File: config.mk
export PLATFORM = sky130hd
export DESIGN_NAME = mpss_cell
export DESIGN_NICKNAME = d
export VERILOG_FILES = /design/src/design/mpss_pkg.sv /design/src/design/mpss_ram.sv /design/src/design/mpss_cell.sv
export SDC_FILE = /design/constraint.sdc
export NUM_CORES = 1
export LEC_CHECK = 0
export BUFFER_PORTS_ARGS = -buffer_cell sky130_fd_sc_hd__buf_2
export CORE_MARGIN = 10
export CORE_UTILIZATION = 25
export CTS_BUF_LIST = sky130_fd_sc_hd__clkbuf_8 sky130_fd_sc_hd__clkbuf_16
export CTS_CLUSTER_DIAMETER = 50
export DETAILED_ROUTE_END_ITERATION = 7
export SLEW_MARGIN = 0
export SYNTH_ARGS = -nofsm -noshare
export SYNTH_HDL_FRONTEND = slang
export SYNTH_SLANG_ARGS = --single-unit
File: constraint.sdc
create_clock -name clk -period 3.6 [get_ports clk]
set_input_delay 0.54 -clock clk [delete_from_list [all_inputs] [get_ports clk]]
set_output_delay 0.54 -clock clk [all_outputs]
set_load 0.02 [all_outputs]
File: src/design/mpss_pkg.sv
// Shared types and codes for the multi-pattern stream scanner.
// Used by the cell, the top level and port payloads; no dependencies.
package mpss_pkg;

  // Request type codes
  localparam logic [1:0] REQ_DATA    = 2'd0;
  localparam logic [1:0] REQ_WR_BYTE = 2'd1;
  localparam logic [1:0] REQ_WR_LEN  = 2'd2;
  localparam logic [1:0] REQ_CLEAR   = 2'd3;

  // Register indexes (word address bits [3:2])
  localparam logic [1:0] REG_BYTE_MASK  = 2'd0;
  localparam logic [1:0] REG_SCAN_FIRST = 2'd1;
  localparam logic [1:0] REG_SCAN_LAST  = 2'd2;

  localparam int ADDR_W = 4;
  localparam int DATA_W = 32;

  typedef struct packed {
    logic [1:0] req_type;
    logic [3:0] pattern_index;
    logic [4:0] position;
    logic [7:0] value;
  } req_t;

  typedef struct packed {
    logic [15:0] complete_mask;
    logic [15:0] new_mask;
    logic [15:0] seen_flags;
    logic        progressed;
  } rsp_t;

  // Broadcast control from the sequencer to every cell
  typedef struct packed {
    logic       scan;      // data byte under compare
    logic       retry;     // compare against the position-0 byte
    logic       commit;    // item finishes this cycle
    logic       clr_prog;  // clear progress
    logic       clr_seen;  // clear seen flag
    logic       wr_byte;   // pattern byte write, position in range
    logic       wr_len;    // pattern length write
    logic [3:0] idx;
    logic [4:0] pos;
    logic [7:0] value;
    logic [7:0] cbyte;     // masked data byte
    logic [7:0] mask;
  } cell_ctrl_t;

endpackage

File: src/design/mpss_ram.sv
// Generic single-write, single-read RAM with registered read data.
// No dependencies.
module mpss_ram #(
  parameter int WIDTH = 8,
  parameter int DEPTH = 32
) (
  input  logic                     clk,
  input  logic                     we,
  input  logic [$clog2(DEPTH)-1:0] waddr,
  input  logic [WIDTH-1:0]         wdata,
  input  logic [$clog2(DEPTH)-1:0] raddr,
  output logic [WIDTH-1:0]         rdata
);

  logic [WIDTH-1:0] mem [DEPTH];

  always_ff @(posedge clk) begin
    if (we) begin
      mem[waddr] <= wdata;
    end
    rdata <= mem[raddr];
  end

endmodule

File: src/design/mpss_cell.sv
// One pattern slot: pattern RAM, length, progress and seen flag.
// Depends on mpss_pkg and mpss_ram; chained through the hit signal.
module mpss_cell #(
  parameter int PATTERN_LEN = 32,
  parameter int INDEX       = 0
) (
  input  logic                               clk,
  input  logic                               rst,
  input  mpss_pkg::cell_ctrl_t               ctrl,
  input  logic                               en,
  input  logic [$clog2(PATTERN_LEN+1)-1:0]   pos_s,
  input  logic                               hit_in,
  output logic                               hit_out,
  output logic                               done,
  output logic                               fresh,
  output logic                               seen
);
  import mpss_pkg::*;

  localparam int AW = $clog2(PATTERN_LEN);
  localparam int LW = $clog2(PATTERN_LEN + 1);

  logic [LW-1:0] prog;
  logic [LW-1:0] len;
  logic [LW-1:0] prog_inc;
  logic          seen_q;
  logic [7:0]    byte0;
  logic [7:0]    rdata;
  logic [7:0]    pbyte;
  logic          sel;
  logic          part;
  logic          hit;

  assign sel = (32'(ctrl.idx) == INDEX);

  // Pattern bytes, read at the shared position
  mpss_ram #(
    .WIDTH (8),
    .DEPTH (PATTERN_LEN)
  ) u_ram (
    .clk   (clk),
    .we    (ctrl.wr_byte && sel),
    .waddr (AW'(ctrl.pos)),
    .wdata (ctrl.value),
    .raddr (AW'(pos_s)),
    .rdata (rdata)
  );

  // Copy of the first byte for the retry pass
  always_ff @(posedge clk) begin
    if (ctrl.wr_byte && sel && (ctrl.pos == '0)) begin
      byte0 <= ctrl.value;
    end
  end

  // Compare
  assign part     = en && (prog == pos_s) && (prog < len);
  assign pbyte    = ctrl.retry ? byte0 : rdata;
  assign hit      = ctrl.scan && part && ((pbyte & ctrl.mask) == ctrl.cbyte);
  assign prog_inc = prog + 1'b1;
  assign done     = hit && (prog_inc == len);
  assign fresh    = done && !seen_q;
  assign hit_out  = hit_in | hit;
  assign seen     = seen_q;

  // Progress, length and seen flag
  always_ff @(posedge clk) begin
    if (rst) begin
      prog   <= '0;
      len    <= '0;
      seen_q <= 1'b0;
    end else begin
      if (ctrl.clr_prog) begin
        prog <= '0;
      end else if (ctrl.commit && hit) begin
        prog <= prog_inc;
      end
      if (ctrl.clr_seen) begin
        seen_q <= 1'b0;
      end else if (ctrl.commit && fresh) begin
        seen_q <= 1'b1;
      end
      if (ctrl.wr_len && sel) begin
        len <= (ctrl.value > 8'(PATTERN_LEN)) ? LW'(PATTERN_LEN) : LW'(ctrl.value);
      end
    end
  end

endmodule

==> out/results.ini, run 1 <==
[critical_path]
critPathMaxFanout=5
cpPeakStageDelay_ps=520
cp_data_arrival_time_ps=3050
reg2regPathDepth=8
critPathTopFamily=simple AND/OR/NAND/NOR gates
cp.depth=7
cp.required_ps=3060
cpMaxStageDelayCell=or4_1
crit_type=flip-flop to output pin
rrSetupSlack_ps=1220
cp-start-kind=flip-flop
path_buf_inv=1
cp-end-kind=output pin
crit_chain=xor2_2 > or4_1 > or4_4 > or4b_4 > or2_4 > nor3_2 > buf_4

[drt]
routed_via_density=4.45
dr.pass1.iters=4
drt-initial-drc-count=372
wl_per_cell_um=19.5
num_vias=5815
drt-total-wl_um=25500
ant_nets=0
drc=0

[cells_and_area]
antennaDiodeCount=0
fillers=4455
drive_above_1_share=0.316
final_core_utilization=0.301
nNetsFinal=741
areaGrowthSynthToFinish_pct=18.8

[power]
power.leakage_uw=0.00441
switching_share=0.210
p_sw_uw=1460
vdd_ir_drop_max_v=0.000413
seqPwrFrac=0.523
p_comb_frac=0.050
p_per_area_nw_per_um2=507
clkPwrFrac=0.427
intPower_uw=5490

[yosys]
synthCells=589
synthAdderAreaFrac=0.00760
ys_seq_area_frac=0.724
synth-simple-area-share=0.0514
synthesis.nets=646
synthFlopType=edfxtp_1
async_reset_ff_frac=0
syn_avg_cell_area_um2=19.6
synth-compound-area-share=0.0122
ys_seq_elements=285
synth.area.mux_share=0.179
yosysTopAreaCell=edfxtp_1
netlist_area_um2=11500
synth_cell_types=47
synthTopCellsByArea=edfxtp_1, mux4_2, dfxtp_1, nor2_1, mux4_1
synth-edff-count=264
synth_top_family_by_area=multiplexers
ys.warnings.count=0
yosys.area.top_type_share=0.688
synth_xor_area_frac=0.0120

[hold_path]
hp-class=input pin to flip-flop
whs_path_depth=3

[clocking]
holdBufCountCts=0
clock-sinks=285
clock_latency_ps=570
cts_tree=done
clockBufferDepth=3
cts_buffers=31
path_clk_slew_ps=50
cts_root_buf=clkbuf_16
cts_max_level=1

[sta]
fin_tns_setup_ps=0
max_freq_mhz=278
fin_crit_ps=3590
period_share=0.998
tightest_slew_ps=1020
rsz0062_at_grt=true
finalSetupViolations=0
final_hold_viol_count=0
skew_ps=22.8
slew_violations=0
slew_headroom=0.321

[placed_design]
place_hpwl_um=16400
place.gp.congestion=0.802
port_buffers=53

[outcome]
status=completed

[grt]
grt_pass1_wl_um=38400
grt_usage=0.0897
grt_max_degree=65
grt_pass1_vias=5966
grt-ovfl-total=0
antenna_found_initial=4

[floorplan]
start_util=0.254
num_rows=78
core_um2=45500
ios=54
fp.dieH_um=235
fp.dieW_um=235
die_area_um2=55100

[job]
max_cap_viol_count=0

-- cells in the mapped netlist, drive strengths merged, types with 3 or more instances --
library cell,instances
a21oi,4
nand4,3
nand2,24
mux4,80
buf,9
dfxtp,21
nand3,10
or3,4
xnor2,3
nor2,48
mux2,15
nor4,9
nor3,4
nand3b,5
ha,7
mux2i,7
a22oi,5
edfxtp,264
xor2,12
clkbuf,18
nand2b,4
inv,11
-- through the flow --
step                      power (uW)  hold WS, ps  cell area [um2]  instances  worst slack [ps]
after floorplan                 3890          470            11500        589               297
after global placement          4060          485            12700       1250               162
after detailed placement        4060          497            12700       1250               171
after CTS                       7000          228            13700       1308             -39.7
after global routing            7170          256            13700       1308             -62.2
final                           6950          244            13700       1308              8.23
-- final timing paths --
| check | start | endpoint |
|---|---|---|
| hold reg to reg | len[5] | len[5] |
| hold / removal | ctrl[35] | seen |
| setup / recovery | prog[5] | fresh |
| setup reg to reg | len[1] | prog[1] |
-- worst min-delay path: cells and delay by family --
family | cells | cell delay [ps]
AO/OA/AOI/OAI | 1 | 90
buffers and inverters | 1 | 80
AND/OR/NAND/NOR | 1 | 30
-- repair_timing --
action	4_1_cts	5_1_grt
endpoints found under the setup margin	3	3
pin swaps	3	4
gates resized for setup	7	3
setup buffers	1	0
-- per-layer routing --
layer,global-route usage,up-vias,wire length (um)
met4,0.0177,8,380
met3,0.0225,33,1850
li1,-,2598,-
met2,0.129,181,10900
met1,0.133,2995,12300
met5,0,-,51
-- power groups by stage --
stage	combinational (uW)	clock, uW	sequential, uW
after CTS	354	3010	3640
after global routing	378	3150	3640
after floorplan	190	0	3700
after global placement	350	0	3710
final	348	2970	3640
after detailed placement	351	0	3710
-- sequential cells by signal (all words and copies together), names as in the netlist --
| name | count |
|---|---|
| seen | 1 |
| u_ram.mem | 256 |
| prog | 6 |
| len | 6 |
| u_ram.rdata | 8 |
| byte0 | 8 |
-- logic make-up (layout without fill, tap and decap cells) --
| family | after synthesis | in the layout |
|---|---|---|
| compound gates | 20 | 20 |
| xor+xnor | 15 | 15 |
| fa+ha+maj | 7 | 7 |
| buf+inv | 38 | 157 |
| flops | 285 | 285 |
| mux | 102 | 102 |
| simple gates | 122 | 122 |
-- layout by cell type, fill, tap and decap left out, types with 8 or more instances in the layout --
cell type and count:
xor2_1 10, nand2_1 24, mux2_2 8, edfxtp_1 264, buf_2 50, buf_4 38
clkbuf_16 31, clkinv_1 9, nor2_1 48, inv_1 17, dfxtp_1 17, nor4_1 9
mux4_2 74, nand3_1 10
-- area by class of cell --
class | instances | area (um2) | share of cell area
Clock buffer | 31 | 776 | 0.0566
Clock inverter | 26 | 188 | 0.0137
Tap cell | 600 | 751 | 0.0548
Sequential cell | 285 | 8360 | 0.610
Multi-Input combinational cell | 266 | 3040 | 0.222
Timing Repair Buffer | 89 | 556 | 0.0405
Inverter | 11 | 41.3 | 0.00301
Power figures use the tool's default switching activity.
==> inputs of run 2 (changes only) <==
Settings changed: SETUP_SLACK_MARGIN set to 0.05.
==> run 2 against run 1 <==
Effect of this change: the flow now finishes with violations (negative setup slack); maximum frequency decreased by 0.44%; sequential share of layout area about the same; die area did not move; critical path depth unchanged.
==> out/results.ini, run 2 (synthesis results as in run 1) <==
[floorplan]
num_rows=78
core_um2=45500
die_area_um2=55100
ios=54
fp.dieH_um=235
fp.dieW_um=235
start_util=0.254

[power]
vdd_ir_drop_max_v=0.000412
power.leakage_uw=0.00441
p_per_area_nw_per_um2=507

[clocking]
path_clk_slew_ps=50
clock-sinks=285
clock_latency_ps=570
cts_max_level=1
cts_root_buf=clkbuf_16
cts_tree=done
cts_buffers=31
clockBufferDepth=3

[sta]
slew_headroom=0.314
skew_ps=21.9
period_share=1.00
setup_ws_ps=-7.81
slew_violations=0
tightest_slew_ps=1030
fin_crit_ps=3610
fin_tns_setup_ps=-7.81
rsz0062_at_grt=true
max_freq_mhz=277
final_hold_viol_count=0
finalSetupViolations=1

[cells_and_area]
final_common_cell=edfxtp_1
largest_reg_flops=256
reg_top3=u_ram.mem: 256 flops, byte0: 8 flops, u_ram.rdata: 8 flops
antennaDiodeCount=0
max_flop_register=u_ram.mem
fin_cells=1308
areaGrowthSynthToFinish_pct=18.9
fillers=4455
ff_latch_area_um2=8360
nNetsFinal=741
layout_common_cells=edfxtp_1, mux4_2, buf_2
multi_input_area_um2=3040
drive_above_1_share=0.316

[placed_design]
port_buffers=53
dp.cells=1250
place_hpwl_um=16400
dp_slack_ps=171
place.gp.congestion=0.802

[critical_path]
cp-start-kind=flip-flop
critPathMaxFanout=5
crit_type=flip-flop to output pin
cp_data_arrival_time_ps=3070
cp-end-kind=output pin
reg2regPathDepth=8
cp.required_ps=3060

[drt]
routed_via_density=4.46
ant_nets=0
wl_per_cell_um=19.5
num_vias=5829
drt-total-wl_um=25500
drc=0
dr.pass1.iters=5
drt-initial-drc-count=352

[grt]
grt_pass1_vias=5965
grt_pass1_wl_um=38400
grt-ovfl-total=0
grt_max_degree=65
grt_usage=0.0897
antenna_found_initial=4

[outcome]
violations=negative setup slack
status=complete, but fails checks

[job]
max_cap_viol_count=0

[hold_path]
whs_path_depth=3
hp-class=input pin to flip-flop

==> run 2: final cells by class <==
cell class / count / share of cell area
clock buffer: 31 / 0.0566
clock inverter: 26 / 0.0137
inverter: 11 / 0.00301
multi-input combinational: 266 / 0.222
sequential: 285 / 0.609
tap: 600 / 0.0548
timing repair buffer: 89 / 0.0410
==> run 2: power breakdown <==
group | leakage [uW] | internal, uW | total [uW] | switching (uW)
sequential | 0.00255 | 3630 | 3640 | 7.50
clock | 0.000503 | 1710 | 2960 | 1250
combinational | 0.00136 | 150 | 349 | 198
==> run 2: critical path: stages (launching register included) <==
cell     delay, ps
dfxtp_4        360
xor2_2         150
or4_1          520
or4_4          430
or4b_4         490
or2_4          250
nor3_2         150
buf_4          170
==> run 2: stage by stage <==
| stage | utilization | power (uW) | hold WS (ps) | cell area, um2 |
|---|---|---|---|---|
| after global placement | 0.279 | 4060 | 485 | 12700 |
| after global routing | 0.301 | 7170 | 256 | 13700 |
| after floorplan | - | 3890 | 470 | 11500 |
| after detailed placement | 0.279 | 4060 | 497 | 12700 |
| after CTS | 0.301 | 7000 | 228 | 13700 |
| final | 0.301 | 6950 | 245 | 13700 |
==> run 2: what timing repair did <==
action	CTS	global route
buffers inserted	1	0
hold buffers	0	0
resized for setup	8	4
pin swaps	4	2
setup endpoints to repair	3	3
==> run 2: metal layers <==
layer / up-vias / wire length (um) / track usage
met5: - / 51 / 0
met4: 8 / 361 / 0.0177
met3: 32 / 1730 / 0.0225
met2: 172 / 11000 / 0.129
met1: 3020 / 12300 / 0.133
li1: 2597 / - / -
==> run 2: final timing paths <==
path	start	end	slack (ps)
setup / recovery	prog[5]	fresh	-8
hold / removal	ctrl[35]	seen	250
setup reg to reg	len[1]	prog[1]	1210
hold reg to reg	len[5]	len[5]	490
